[src/sv/sfdm_pkg.sv]
// Shared types, constants and field layouts of the sensor fault debounce monitor.
package sfdm_pkg;

    localparam int CHANNELS_DEF = 8;

    // Configuration port: eight 50-bit setup words at 8-byte strides
    localparam int APB_ADDR_W = 6;
    localparam int APB_DATA_W = 64;
    localparam int SETUP_W    = 50;
    localparam int REG_SEL_LO = 3;

    // Bit-serial divider: 500 * 65535 fits in 25 bits
    localparam int          DVD_W       = 25;
    localparam int          DIV_CNT_W   = 5;
    localparam int          DIV_STEPS   = 25;
    localparam logic [8:0]  RATIO_SCALE = 9'd500;

    localparam int          RATIO_SHIFT  = 3;
    localparam int          SINGLE_SHIFT = 2;
    localparam logic [31:0] RATIO_LO     = 32'd800;
    localparam logic [31:0] RATIO_HI     = 32'd1200;

    localparam logic [15:0] SPEED_RUN  = 16'd600;
    localparam logic [31:0] HOLD_OFF_MS = 32'd5000;

    localparam logic [1:0] KIND_NONE     = 2'd0;
    localparam logic [1:0] KIND_RATIO    = 2'd1;
    localparam logic [1:0] KIND_TRANSFER = 2'd2;
    localparam logic [1:0] KIND_SINGLE   = 2'd3;

    typedef struct packed {
        logic [15:0] limit;
        logic [15:0] hi;
        logic [15:0] lo;
        logic [1:0]  kind;
    } setup_t;

    typedef enum logic [1:0] {
        FS_NO_FAULT = 2'd0,
        FS_ACTIVE   = 2'd1,
        FS_CLEARED  = 2'd2
    } fault_st_t;

    typedef enum logic [1:0] {
        CS_IDLE,
        CS_DIVIDE,
        CS_FILTER,
        CS_COMMIT
    } ctrl_st_t;

    typedef struct packed {
        logic        running;
        logic [31:0] start_time;
    } engine_t;

endpackage

[src/sv/sfdm_divider.sv]
// Bit-serial restoring divider for the 500*a/b ratio, one quotient bit per cycle.
module sfdm_divider
(
    input  logic                      clk,
    input  logic                      rst_n,
    input  logic                      start,
    input  logic [15:0]               dividend_in,
    input  logic [15:0]               divisor_in,
    output logic                      done,
    output logic [sfdm_pkg::DVD_W-1:0] quotient
);

    logic [sfdm_pkg::DVD_W-1:0]     dvd_reg;
    logic [sfdm_pkg::DVD_W-1:0]     dvd_next;
    logic [15:0]                    rem_reg;
    logic [15:0]                    rem_next;
    logic [15:0]                    divisor_reg;
    logic [sfdm_pkg::DIV_CNT_W-1:0] cnt_reg;
    logic                           busy_reg;
    logic                           done_reg;
    logic [16:0]                    shifted;
    logic [16:0]                    diff;
    logic                           fits;

    always_comb
    begin
        shifted  = {rem_reg, dvd_reg[sfdm_pkg::DVD_W-1]};
        diff     = shifted - {1'b0, divisor_reg};
        fits     = shifted >= {1'b0, divisor_reg};
        rem_next = fits ? diff[15:0] : shifted[15:0];
        // Quotient bits shift in behind the dividend bits
        dvd_next = {dvd_reg[sfdm_pkg::DVD_W-2:0], fits};
    end

    always_ff @(posedge clk or negedge rst_n)
    begin
        if (!rst_n)
        begin
            busy_reg <= 1'b0;
            done_reg <= 1'b0;
            cnt_reg  <= '0;
        end
        else
        begin
            done_reg <= 1'b0;
            if (start)
            begin
                busy_reg <= 1'b1;
                cnt_reg  <= '0;
            end
            else if (busy_reg)
            begin
                cnt_reg <= cnt_reg + 1'b1;
                if (cnt_reg == sfdm_pkg::DIV_CNT_W'(sfdm_pkg::DIV_STEPS - 1))
                begin
                    busy_reg <= 1'b0;
                    done_reg <= 1'b1;
                end
            end
        end
    end

    always_ff @(posedge clk)
    begin
        if (start)
        begin
            dvd_reg     <= sfdm_pkg::DVD_W'(dividend_in)
                           * sfdm_pkg::DVD_W'(sfdm_pkg::RATIO_SCALE);
            rem_reg     <= '0;
            divisor_reg <= divisor_in;
        end
        else if (busy_reg)
        begin
            dvd_reg <= dvd_next;
            rem_reg <= rem_next;
        end
    end

    assign done     = done_reg;
    assign quotient = dvd_reg;

endmodule

[src/sv/sfdm_filter.sv]
// IIR filter update and range or order check of one channel reading.
module sfdm_filter
(
    input  logic [1:0]                  kind,
    input  logic [15:0]                 first_value,
    input  logic [15:0]                 second_value,
    input  logic [sfdm_pkg::DVD_W-1:0]  quotient,
    input  logic [31:0]                 f_old,
    input  logic [15:0]                 lo,
    input  logic [15:0]                 hi,
    output logic [31:0]                 f_new,
    output logic                        bad
);

    logic [31:0] q32;
    logic [31:0] f8;
    logic [31:0] f4;
    logic [31:0] f_ratio;
    logic [31:0] f_single;

    always_comb
    begin
        // Saturate the quotient on a zero divisor
        q32      = (second_value == 16'd0) ? '1 : 32'(quotient);
        f8       = f_old >> sfdm_pkg::RATIO_SHIFT;
        f4       = f_old >> sfdm_pkg::SINGLE_SHIFT;
        f_ratio  = (q32 >> sfdm_pkg::RATIO_SHIFT) + ((f8 << sfdm_pkg::RATIO_SHIFT) - f8);
        f_single = (32'(first_value) >> sfdm_pkg::SINGLE_SHIFT)
                   + ((f4 << sfdm_pkg::SINGLE_SHIFT) - f4);

        case (kind)
            sfdm_pkg::KIND_RATIO:
            begin
                f_new = f_ratio;
                bad   = (f_ratio < sfdm_pkg::RATIO_LO) || (f_ratio > sfdm_pkg::RATIO_HI);
            end
            sfdm_pkg::KIND_TRANSFER:
            begin
                f_new = f_old;
                bad   = first_value < second_value;
            end
            sfdm_pkg::KIND_SINGLE:
            begin
                f_new = f_single;
                bad   = (f_single < 32'(lo)) || (f_single > 32'(hi));
            end
            default:
            begin
                f_new = f_old;
                bad   = 1'b0;
            end
        endcase
    end

endmodule

[src/sv/sfdm_debounce.sv]
// Engine tracking, up/down debounce counter and fault state update of one channel.
module sfdm_debounce
(
    input  logic                 bad,
    input  logic [15:0]          limit,
    input  logic [15:0]          cnt_old,
    input  sfdm_pkg::fault_st_t  st_old,
    input  logic [15:0]          engine_speed,
    input  logic [31:0]          time_ms,
    input  sfdm_pkg::engine_t    eng_old,
    output logic [15:0]          cnt_new,
    output sfdm_pkg::fault_st_t  st_new,
    output sfdm_pkg::engine_t    eng_new
);

    logic [31:0] elapsed;
    logic        count_up;

    always_comb
    begin
        eng_new = eng_old;
        if (engine_speed > sfdm_pkg::SPEED_RUN)
        begin
            eng_new.running = 1'b1;
        end
        else if (engine_speed == 16'd0)
        begin
            eng_new.running    = 1'b0;
            eng_new.start_time = time_ms;
        end

        elapsed  = time_ms - eng_new.start_time;
        count_up = bad && (elapsed > sfdm_pkg::HOLD_OFF_MS) && eng_new.running;

        cnt_new = cnt_old;
        if (count_up)
        begin
            if (cnt_old < limit)
            begin
                cnt_new = cnt_old + 16'd1;
            end
        end
        else if (cnt_old != 16'd0)
        begin
            cnt_new = cnt_old - 16'd1;
        end

        st_new = st_old;
        case (st_old)
            sfdm_pkg::FS_NO_FAULT,
            sfdm_pkg::FS_CLEARED:
            begin
                if (cnt_new == limit)
                begin
                    st_new = sfdm_pkg::FS_ACTIVE;
                end
            end
            sfdm_pkg::FS_ACTIVE:
            begin
                if (cnt_new == 16'd0)
                begin
                    st_new = sfdm_pkg::FS_CLEARED;
                end
            end
            default:
            begin
                st_new = st_old;
            end
        endcase
    end

endmodule

[src/sv/sensor_fault_debounce_monitor_core.sv]
// Top level of the sensor fault debounce monitor: request sequencing, channel stores, APB.
//
// Each request takes one channel through its check and debounce counter and returns one
// result. A ratio request with a nonzero divisor runs through the 25-step bit-serial
// divider first; other requests go straight to filtering. Requests are handled one at
// a time; a finished result sits in the output register while the next request is
// taken, and a request that reaches its commit step waits there until the output
// register is free. Setup words are written over APB at byte address 8*channel; the
// user must write them only while no request is in flight; the block does not check.
module sensor_fault_debounce_monitor_core
#(
    parameter int CHANNELS = sfdm_pkg::CHANNELS_DEF
)
(
    input  logic                            clk,
    input  logic                            rst_n,

    input  logic                            psel,
    input  logic                            penable,
    input  logic                            pwrite,
    input  logic [sfdm_pkg::APB_ADDR_W-1:0] paddr,
    input  logic [sfdm_pkg::APB_DATA_W-1:0] pwdata,
    output logic [sfdm_pkg::APB_DATA_W-1:0] prdata,
    output logic                            pready,

    input  logic                            in_valid,
    output logic                            in_stall,
    input  logic                            req_type,
    input  logic [2:0]                      channel,
    input  logic [15:0]                     first_value,
    input  logic [15:0]                     second_value,
    input  logic [15:0]                     engine_speed,
    input  logic [31:0]                     time_ms,

    output logic                            out_valid,
    input  logic                            out_stall,
    output logic [1:0]                      fault_state,
    output logic [15:0]                     fault_count,
    output logic [31:0]                     filtered_value,
    output logic                            condition_bad
);

    localparam int CH_W = (CHANNELS > 1) ? $clog2(CHANNELS) : 1;

    // Configuration
    sfdm_pkg::setup_t   setup_reg [CHANNELS];
    logic [2:0]         cfg_sel;
    logic               cfg_ok;
    logic               cfg_write;

    // Channel stores and engine tracking
    logic [31:0]         filter_store [CHANNELS];
    logic [15:0]         count_store  [CHANNELS];
    sfdm_pkg::fault_st_t state_store  [CHANNELS];
    sfdm_pkg::engine_t   engine_reg;

    // Request held during processing
    sfdm_pkg::ctrl_st_t  ctrl_reg;
    sfdm_pkg::ctrl_st_t  ctrl_next;
    logic                req_reg;
    logic [2:0]          chan_reg;
    logic [15:0]         a_reg;
    logic [15:0]         b_reg;
    logic [15:0]         speed_reg;
    logic [31:0]         time_reg;
    logic                ch_ok_reg;
    logic                check_reg;
    logic [31:0]         f_reg;
    logic                bad_reg;

    logic                in_ch_ok;
    logic [CH_W-1:0]     in_idx;
    logic [CH_W-1:0]     idx;
    sfdm_pkg::setup_t    in_setup;
    sfdm_pkg::setup_t    cur_setup;
    logic                accept;
    logic                go_div;
    logic                div_start;
    logic                div_done;
    logic [sfdm_pkg::DVD_W-1:0] div_quot;
    logic                out_free;
    logic                commit_fire;

    logic [31:0]         f_new;
    logic                bad_new;
    logic [15:0]         cnt_new;
    sfdm_pkg::fault_st_t st_new;
    sfdm_pkg::engine_t   eng_new;

    // Output register
    logic                out_valid_reg;
    logic [1:0]          out_state_reg;
    logic [1:0]          out_state_next;
    logic [15:0]         out_count_reg;
    logic [15:0]         out_count_next;
    logic [31:0]         out_filter_reg;
    logic [31:0]         out_filter_next;
    logic                out_bad_reg;
    logic                out_bad_next;

    // ---------------- APB ----------------
    assign pready    = 1'b1;
    assign cfg_sel   = paddr[sfdm_pkg::APB_ADDR_W-1:sfdm_pkg::REG_SEL_LO];
    assign cfg_ok    = int'(cfg_sel) < CHANNELS;
    assign cfg_write = psel && penable && pwrite && cfg_ok;

    always_comb
    begin
        prdata = '0;
        if (cfg_ok)
        begin
            prdata = sfdm_pkg::APB_DATA_W'(setup_reg[cfg_sel[CH_W-1:0]]);
        end
    end

    always_ff @(posedge clk or negedge rst_n)
    begin
        if (!rst_n)
        begin
            for (int i = 0; i < CHANNELS; i++)
            begin
                setup_reg[i] <= '0;
            end
        end
        else if (cfg_write)
        begin
            setup_reg[cfg_sel[CH_W-1:0]] <= pwdata[sfdm_pkg::SETUP_W-1:0];
        end
    end

    // ---------------- Request decode ----------------
    assign in_ch_ok  = int'(channel) < CHANNELS;
    assign in_idx    = channel[CH_W-1:0];
    assign in_setup  = setup_reg[in_idx];
    assign idx       = chan_reg[CH_W-1:0];
    assign cur_setup = setup_reg[idx];
    assign accept    = in_valid && !in_stall;
    assign go_div    = !req_type && in_ch_ok && (in_setup.kind == sfdm_pkg::KIND_RATIO)
                       && (second_value != 16'd0);
    assign out_free  = !out_valid_reg || !out_stall;

    // ---------------- Sequencer ----------------
    always_comb
    begin
        ctrl_next = ctrl_reg;
        case (ctrl_reg)
            sfdm_pkg::CS_IDLE:
            begin
                if (in_valid)
                begin
                    ctrl_next = go_div ? sfdm_pkg::CS_DIVIDE : sfdm_pkg::CS_FILTER;
                end
            end
            sfdm_pkg::CS_DIVIDE:
            begin
                if (div_done)
                begin
                    ctrl_next = sfdm_pkg::CS_FILTER;
                end
            end
            sfdm_pkg::CS_FILTER:
            begin
                ctrl_next = sfdm_pkg::CS_COMMIT;
            end
            sfdm_pkg::CS_COMMIT:
            begin
                if (out_free)
                begin
                    ctrl_next = sfdm_pkg::CS_IDLE;
                end
            end
            default:
            begin
                ctrl_next = sfdm_pkg::CS_IDLE;
            end
        endcase
    end

    always_comb
    begin
        in_stall    = ctrl_reg != sfdm_pkg::CS_IDLE;
        div_start   = (ctrl_reg == sfdm_pkg::CS_IDLE) && in_valid && go_div;
        commit_fire = (ctrl_reg == sfdm_pkg::CS_COMMIT) && out_free;
    end

    always_ff @(posedge clk or negedge rst_n)
    begin
        if (!rst_n)
        begin
            ctrl_reg <= sfdm_pkg::CS_IDLE;
        end
        else
        begin
            ctrl_reg <= ctrl_next;
        end
    end

    always_ff @(posedge clk)
    begin
        if (accept)
        begin
            req_reg   <= req_type;
            chan_reg  <= channel;
            a_reg     <= first_value;
            b_reg     <= second_value;
            speed_reg <= engine_speed;
            time_reg  <= time_ms;
            ch_ok_reg <= in_ch_ok;
            check_reg <= !req_type && in_ch_ok && (in_setup.kind != sfdm_pkg::KIND_NONE);
        end
        if (ctrl_reg == sfdm_pkg::CS_FILTER)
        begin
            f_reg   <= f_new;
            bad_reg <= check_reg && bad_new;
        end
    end

    // ---------------- Datapath ----------------
    sfdm_divider u_divider
    (
        .clk         (clk),
        .rst_n       (rst_n),
        .start       (div_start),
        .dividend_in (first_value),
        .divisor_in  (second_value),
        .done        (div_done),
        .quotient    (div_quot)
    );

    sfdm_filter u_filter
    (
        .kind         (cur_setup.kind),
        .first_value  (a_reg),
        .second_value (b_reg),
        .quotient     (div_quot),
        .f_old        (filter_store[idx]),
        .lo           (cur_setup.lo),
        .hi           (cur_setup.hi),
        .f_new        (f_new),
        .bad          (bad_new)
    );

    sfdm_debounce u_debounce
    (
        .bad          (bad_reg),
        .limit        (cur_setup.limit),
        .cnt_old      (count_store[idx]),
        .st_old       (state_store[idx]),
        .engine_speed (speed_reg),
        .time_ms      (time_reg),
        .eng_old      (engine_reg),
        .cnt_new      (cnt_new),
        .st_new       (st_new),
        .eng_new      (eng_new)
    );

    // ---------------- Channel stores ----------------
    always_ff @(posedge clk or negedge rst_n)
    begin
        if (!rst_n)
        begin
            for (int i = 0; i < CHANNELS; i++)
            begin
                filter_store[i] <= '0;
                count_store[i]  <= '0;
                state_store[i]  <= sfdm_pkg::FS_NO_FAULT;
            end
            engine_reg <= '0;
        end
        else if (commit_fire)
        begin
            if (req_reg)
            begin
                // Reset the fault state of every channel to no fault
                for (int i = 0; i < CHANNELS; i++)
                begin
                    state_store[i] <= sfdm_pkg::FS_NO_FAULT;
                end
            end
            else if (check_reg)
            begin
                filter_store[idx] <= f_reg;
                count_store[idx]  <= cnt_new;
                state_store[idx]  <= st_new;
                engine_reg        <= eng_new;
            end
        end
    end

    // ---------------- Result ----------------
    always_comb
    begin
        out_state_next  = '0;
        out_count_next  = '0;
        out_filter_next = '0;
        out_bad_next    = 1'b0;
        if (ch_ok_reg)
        begin
            out_count_next  = count_store[idx];
            out_filter_next = filter_store[idx];
            if (req_reg)
            begin
                out_state_next = 2'(sfdm_pkg::FS_NO_FAULT);
            end
            else if (check_reg)
            begin
                out_state_next  = 2'(st_new);
                out_count_next  = cnt_new;
                out_filter_next = f_reg;
                out_bad_next    = bad_reg;
            end
            else
            begin
                out_state_next = 2'(state_store[idx]);
            end
        end
    end

    always_ff @(posedge clk or negedge rst_n)
    begin
        if (!rst_n)
        begin
            out_valid_reg <= 1'b0;
        end
        else if (commit_fire)
        begin
            out_valid_reg <= 1'b1;
        end
        else if (!out_stall)
        begin
            out_valid_reg <= 1'b0;
        end
    end

    always_ff @(posedge clk)
    begin
        if (commit_fire)
        begin
            out_state_reg  <= out_state_next;
            out_count_reg  <= out_count_next;
            out_filter_reg <= out_filter_next;
            out_bad_reg    <= out_bad_next;
        end
    end

    assign out_valid      = out_valid_reg;
    assign fault_state    = out_state_reg;
    assign fault_count    = out_count_reg;
    assign filtered_value = out_filter_reg;
    assign condition_bad  = out_bad_reg;

    // ---------------- Assertions ----------------
    a_div_done_in_divide: assert property (@(posedge clk) disable iff (!rst_n)
        div_done |-> ctrl_reg == sfdm_pkg::CS_DIVIDE)
        else $error("divider finished outside the divide step");

    a_accept_leaves_idle: assert property (@(posedge clk) disable iff (!rst_n)
        accept |=> ctrl_reg != sfdm_pkg::CS_IDLE)
        else $error("accepted request did not start processing");

    a_commit_shows_result: assert property (@(posedge clk) disable iff (!rst_n)
        commit_fire |=> out_valid_reg)
        else $error("committed request produced no result");

    a_result_state_legal: assert property (@(posedge clk) disable iff (!rst_n)
        out_valid_reg |-> (fault_state == sfdm_pkg::FS_NO_FAULT
                           || fault_state == sfdm_pkg::FS_ACTIVE
                           || fault_state == sfdm_pkg::FS_CLEARED))
        else $error("result carries an illegal fault state");

endmodule
[config.mk]
export PLATFORM = sky130hd
export DESIGN_NAME = sensor_fault_debounce_monitor_core
export DESIGN_NICKNAME = d
export VERILOG_FILES = /design/src/sv/sfdm_pkg.sv /design/src/sv/sfdm_divider.sv /design/src/sv/sfdm_filter.sv /design/src/sv/sfdm_debounce.sv /design/src/sv/sensor_fault_debounce_monitor_core.sv
export SDC_FILE = /design/constraint.sdc
export NUM_CORES = 2
export LEC_CHECK = 0
export BUFFER_PORTS_ARGS = -buffer_cell sky130_fd_sc_hd__buf_2
export CORE_ASPECT_RATIO = 0.7
export CORE_MARGIN = 5
export CORE_UTILIZATION = 64
export DETAILED_ROUTE_END_ITERATION = 7
export PLACE_DENSITY = 0.78
export SYNTH_ARGS = -nofsm -noshare
export SYNTH_HDL_FRONTEND = slang
export SYNTH_HIERARCHICAL = 1
export SYNTH_SLANG_ARGS = --single-unit
[constraint.sdc]
create_clock -name clk -period 14.8 [get_ports clk]
set_input_delay 2.96 -clock clk [delete_from_list [all_inputs] [get_ports clk]]
set_output_delay 2.96 -clock clk [all_outputs]
set_load 0.02 [all_outputs]
==> results.ini <==
[worst_setup_path]
critPathLaunchType=register
r2r_slack_ps=4880
crit_path_end_kind=register
max_stage_delay_ps=700
reg2reg_start=chan_reg[0]
crit_path_frequent_cell=sky130_fd_sc_hd__buf_4
crit_type=register to register
timing.rr.end=bad_reg
critical-path-slowest-cell=sky130_fd_sc_hd__nor4_1
critical_path.top_delay_family=compound AO/OA/AOI/OAI gates
worstPathBufferInverterCount=5
crit_required_ps=15260
critical_path_peak_fanout=37
worstPathArrival_ps=10370
worst-r2r-cell-count=29

[synthesis]
largest_cells_by_area_after_synthesis=sky130_fd_sc_hd__dfrtp_1 33%, sky130_fd_sc_hd__mux2_2 16%, sky130_fd_sc_hd__edfxtp_1 9.7%
yosys_warnings=6
synth-edff-count=208
yosys.cell_count.top_type=sky130_fd_sc_hd__mux2_2
synth_cell_type_count=129
yosys.area.top_type_share_pct=32.7
post_synth.cell_area_avg_um2=11.2
most_used_flip_flop_cell_after_synthesis=sky130_fd_sc_hd__dfrtp_1
synth.cell_area_um2=64500
postSynthRegisterBits=1069
postSynthCellCount=5734
ys_async_sr_fraction_pct=78.9
yosys-top-cells-count=902 x sky130_fd_sc_hd__mux2_2, 843 x sky130_fd_sc_hd__dfrtp_1, 427 x sky130_fd_sc_hd__nand2_1
synthDominantAreaCellType=sky130_fd_sc_hd__dfrtp_1
ys_seq_area_share_pct=43.0

[clocking]
tritoncts=built
cts_made_buffers=103
cts-htree-levels=3
cts-root-buf=sky130_fd_sc_hd__clkbuf_16
post_cts_resize_count=0
postCtsSetupBuffers=0
clock_path_buffers=3
clk_transition_reported_paths_ps=70
numClockSinks=1069
worstSkewPairLatency_ps=730
cts_hold_repair.buffers=0

[floorplan]
io-pin-count=279
fp.dieH_um=276
dieArea_um2=107000
floorplan_die_width_um=389
core.rowCount=97
initial_utilization_pct=64.5
core_um2=100000

[final_layout]
area_grow_syn2layout_pct=8.93
final_cells=7288
layout-drive-gt1-share_pct=26.4
finalNetCount=6352
largest_reg_flops=400

[global_routing]
first_global_vias=49500
grt.overflow.total=0
grt_antenna_before_repair=18
grt_start_max_net_pins=175
grt_pass1_wl_um=306000
grtUsageTotal_pct=37.0

[timing]
number_of_pins_exceeding_their_max_slew_limit_in_the_final_report=0
worst_slew_pin_slew_ps=1370
final.setup_skew_ps=32.5
ratio_of_final_minimum_period_to_clock_period_pct=67.0
post-route-min-period_ps=9920
final_hold_violations=0
worst_hold_margin_ps=476
max_freq_ghz=0.101
fin_setup_tns_ps=0
setup_repair_after_global_routing_missed_its_margin=false
slew-limit-headroom_pct=8.17
setup-violations-final=0

[routing]
num_vias=50600
drc=14
drt_antenna_net_count=0
avgViaCountPerCell=6.94
drt_wl_total_um=201000
firstDrtPassIters=8
wl_per_cell_um=27.6
drt_first_iter_violations=6389

[min_path]
holdPathStages=2
worst_hold_path_type=register to register
hold_path.startpoint=engine_reg[30]
holdPathEnd=engine_reg[30]

[placement]
hpwl_um=132000
place.detailed.instances=7078
routabilityCongestion=0.969
io_buffers=246

[power]
p_leak_uw=0.0322
vdd_ir_drop_max_v=0.000162
power.density_nw_per_um2=215

[outcome]
violated_checks=design-rule violations
status=complete, but fails checks

[job]
maxCapViolCount=0

[where the power goes]
group          internal, uW  switching (uW)
Clock                  1560            1210
Sequential             3910             633
Combinational          2990            4780
Total                  8470            6620
[kinds of logic (layout without fill, tap and decap cells)]
logic type / after synthesis / count (layout) / share of synthesized area, %
compound gates: 1228 / 1228 / 13.7
xor+xnor: 117 / 117 / 1.66
fa+ha+maj: 348 / 348 / 7.86
buf+inv: 730 / 919 / 5.04
flops: 1069 / 1069 / 43.0
mux: 1170 / 1170 / 20.7
other cells: 2 / 31 / 0.0116
simple gates: 1070 / 1070 / 8.06
[per-stage QoR]
stage,total power (uW),util [%],area (um^2),worst slack [ps]
final,15100,70.2,70300,4880
after detailed placement,12000,66.7,66700,5320
after global placement,11800,66.7,66700,5420
after CTS,14800,70.2,70200,5270
after floorplan,9730,-,64500,7280
after global routing,15900,70.2,70200,4710
[placed cells by master (no fill, tap or decap), types with 50 or more instances in the layout]
| cell | n |
|---|---|
| sky130_fd_sc_hd__a21o_1 | 61 |
| sky130_fd_sc_hd__a21oi_1 | 217 |
| sky130_fd_sc_hd__a221oi_1 | 177 |
| sky130_fd_sc_hd__a22oi_1 | 114 |
| sky130_fd_sc_hd__buf_2 | 243 |
| sky130_fd_sc_hd__buf_4 | 105 |
| sky130_fd_sc_hd__clkbuf_16 | 107 |
| sky130_fd_sc_hd__dfrtp_1 | 843 |
| sky130_fd_sc_hd__edfxtp_1 | 208 |
| sky130_fd_sc_hd__fa_1 | 96 |
| sky130_fd_sc_hd__ha_1 | 247 |
| sky130_fd_sc_hd__inv_1 | 366 |
| sky130_fd_sc_hd__mux2_1 | 67 |
| sky130_fd_sc_hd__mux2_2 | 902 |
| sky130_fd_sc_hd__mux2i_1 | 166 |
| sky130_fd_sc_hd__nand2_1 | 420 |
| sky130_fd_sc_hd__nand3_1 | 68 |
| sky130_fd_sc_hd__nor2_1 | 214 |
| sky130_fd_sc_hd__nor3_1 | 50 |
| sky130_fd_sc_hd__o21ai_0 | 174 |
| sky130_fd_sc_hd__o22ai_1 | 50 |
| sky130_fd_sc_hd__xnor2_1 | 71 |
[layer usage]
metal	vias to the layer above	GRT usage, %	wire, um
li1	21500	-	-
met1	25400	53.1	82700
met2	3143	53.5	85500
met3	543	11.2	25600
met4	14	13.7	7490
met5	-	0	94
[final cells by class]
type / count / area [um^2]
inverters: 371 / 1390
fillers: 7227 / 29800
clock buffers: 161 / 3160
flip-flops and latches: 1069 / 27700
diodes: 16 / 40.0
clock inverters: 33 / 379
multi-input cells: 3948 / 33800
well taps: 1336 / 1670
repair buffers: 354 / 2120
[worst register-to-register path, delay by kind of cell, from the launching register on]
family / cells / cell delay, ps
AO/OA/AOI/OAI: 13 / 4050
XOR/XNOR: 1 / 220
flip-flops: 1 / 590
AND/OR/NAND/NOR: 7 / 1900
adder cells (fa/ha/maj): 3 / 1140
buffers and inverters: 5 / 1780
[how the worst max path moves through the flow]
stage                      from    endpoint  cells after the start
floorplan              paddr[4]  prdata[18]                      6
global placement    chan_reg[0]     bad_reg                     29
detailed placement  chan_reg[0]     bad_reg                     28
CTS                 chan_reg[0]     bad_reg                     28
global route        chan_reg[0]     bad_reg                     29
finish              chan_reg[0]     bad_reg                     29
(Power assumes the default switching activity.)
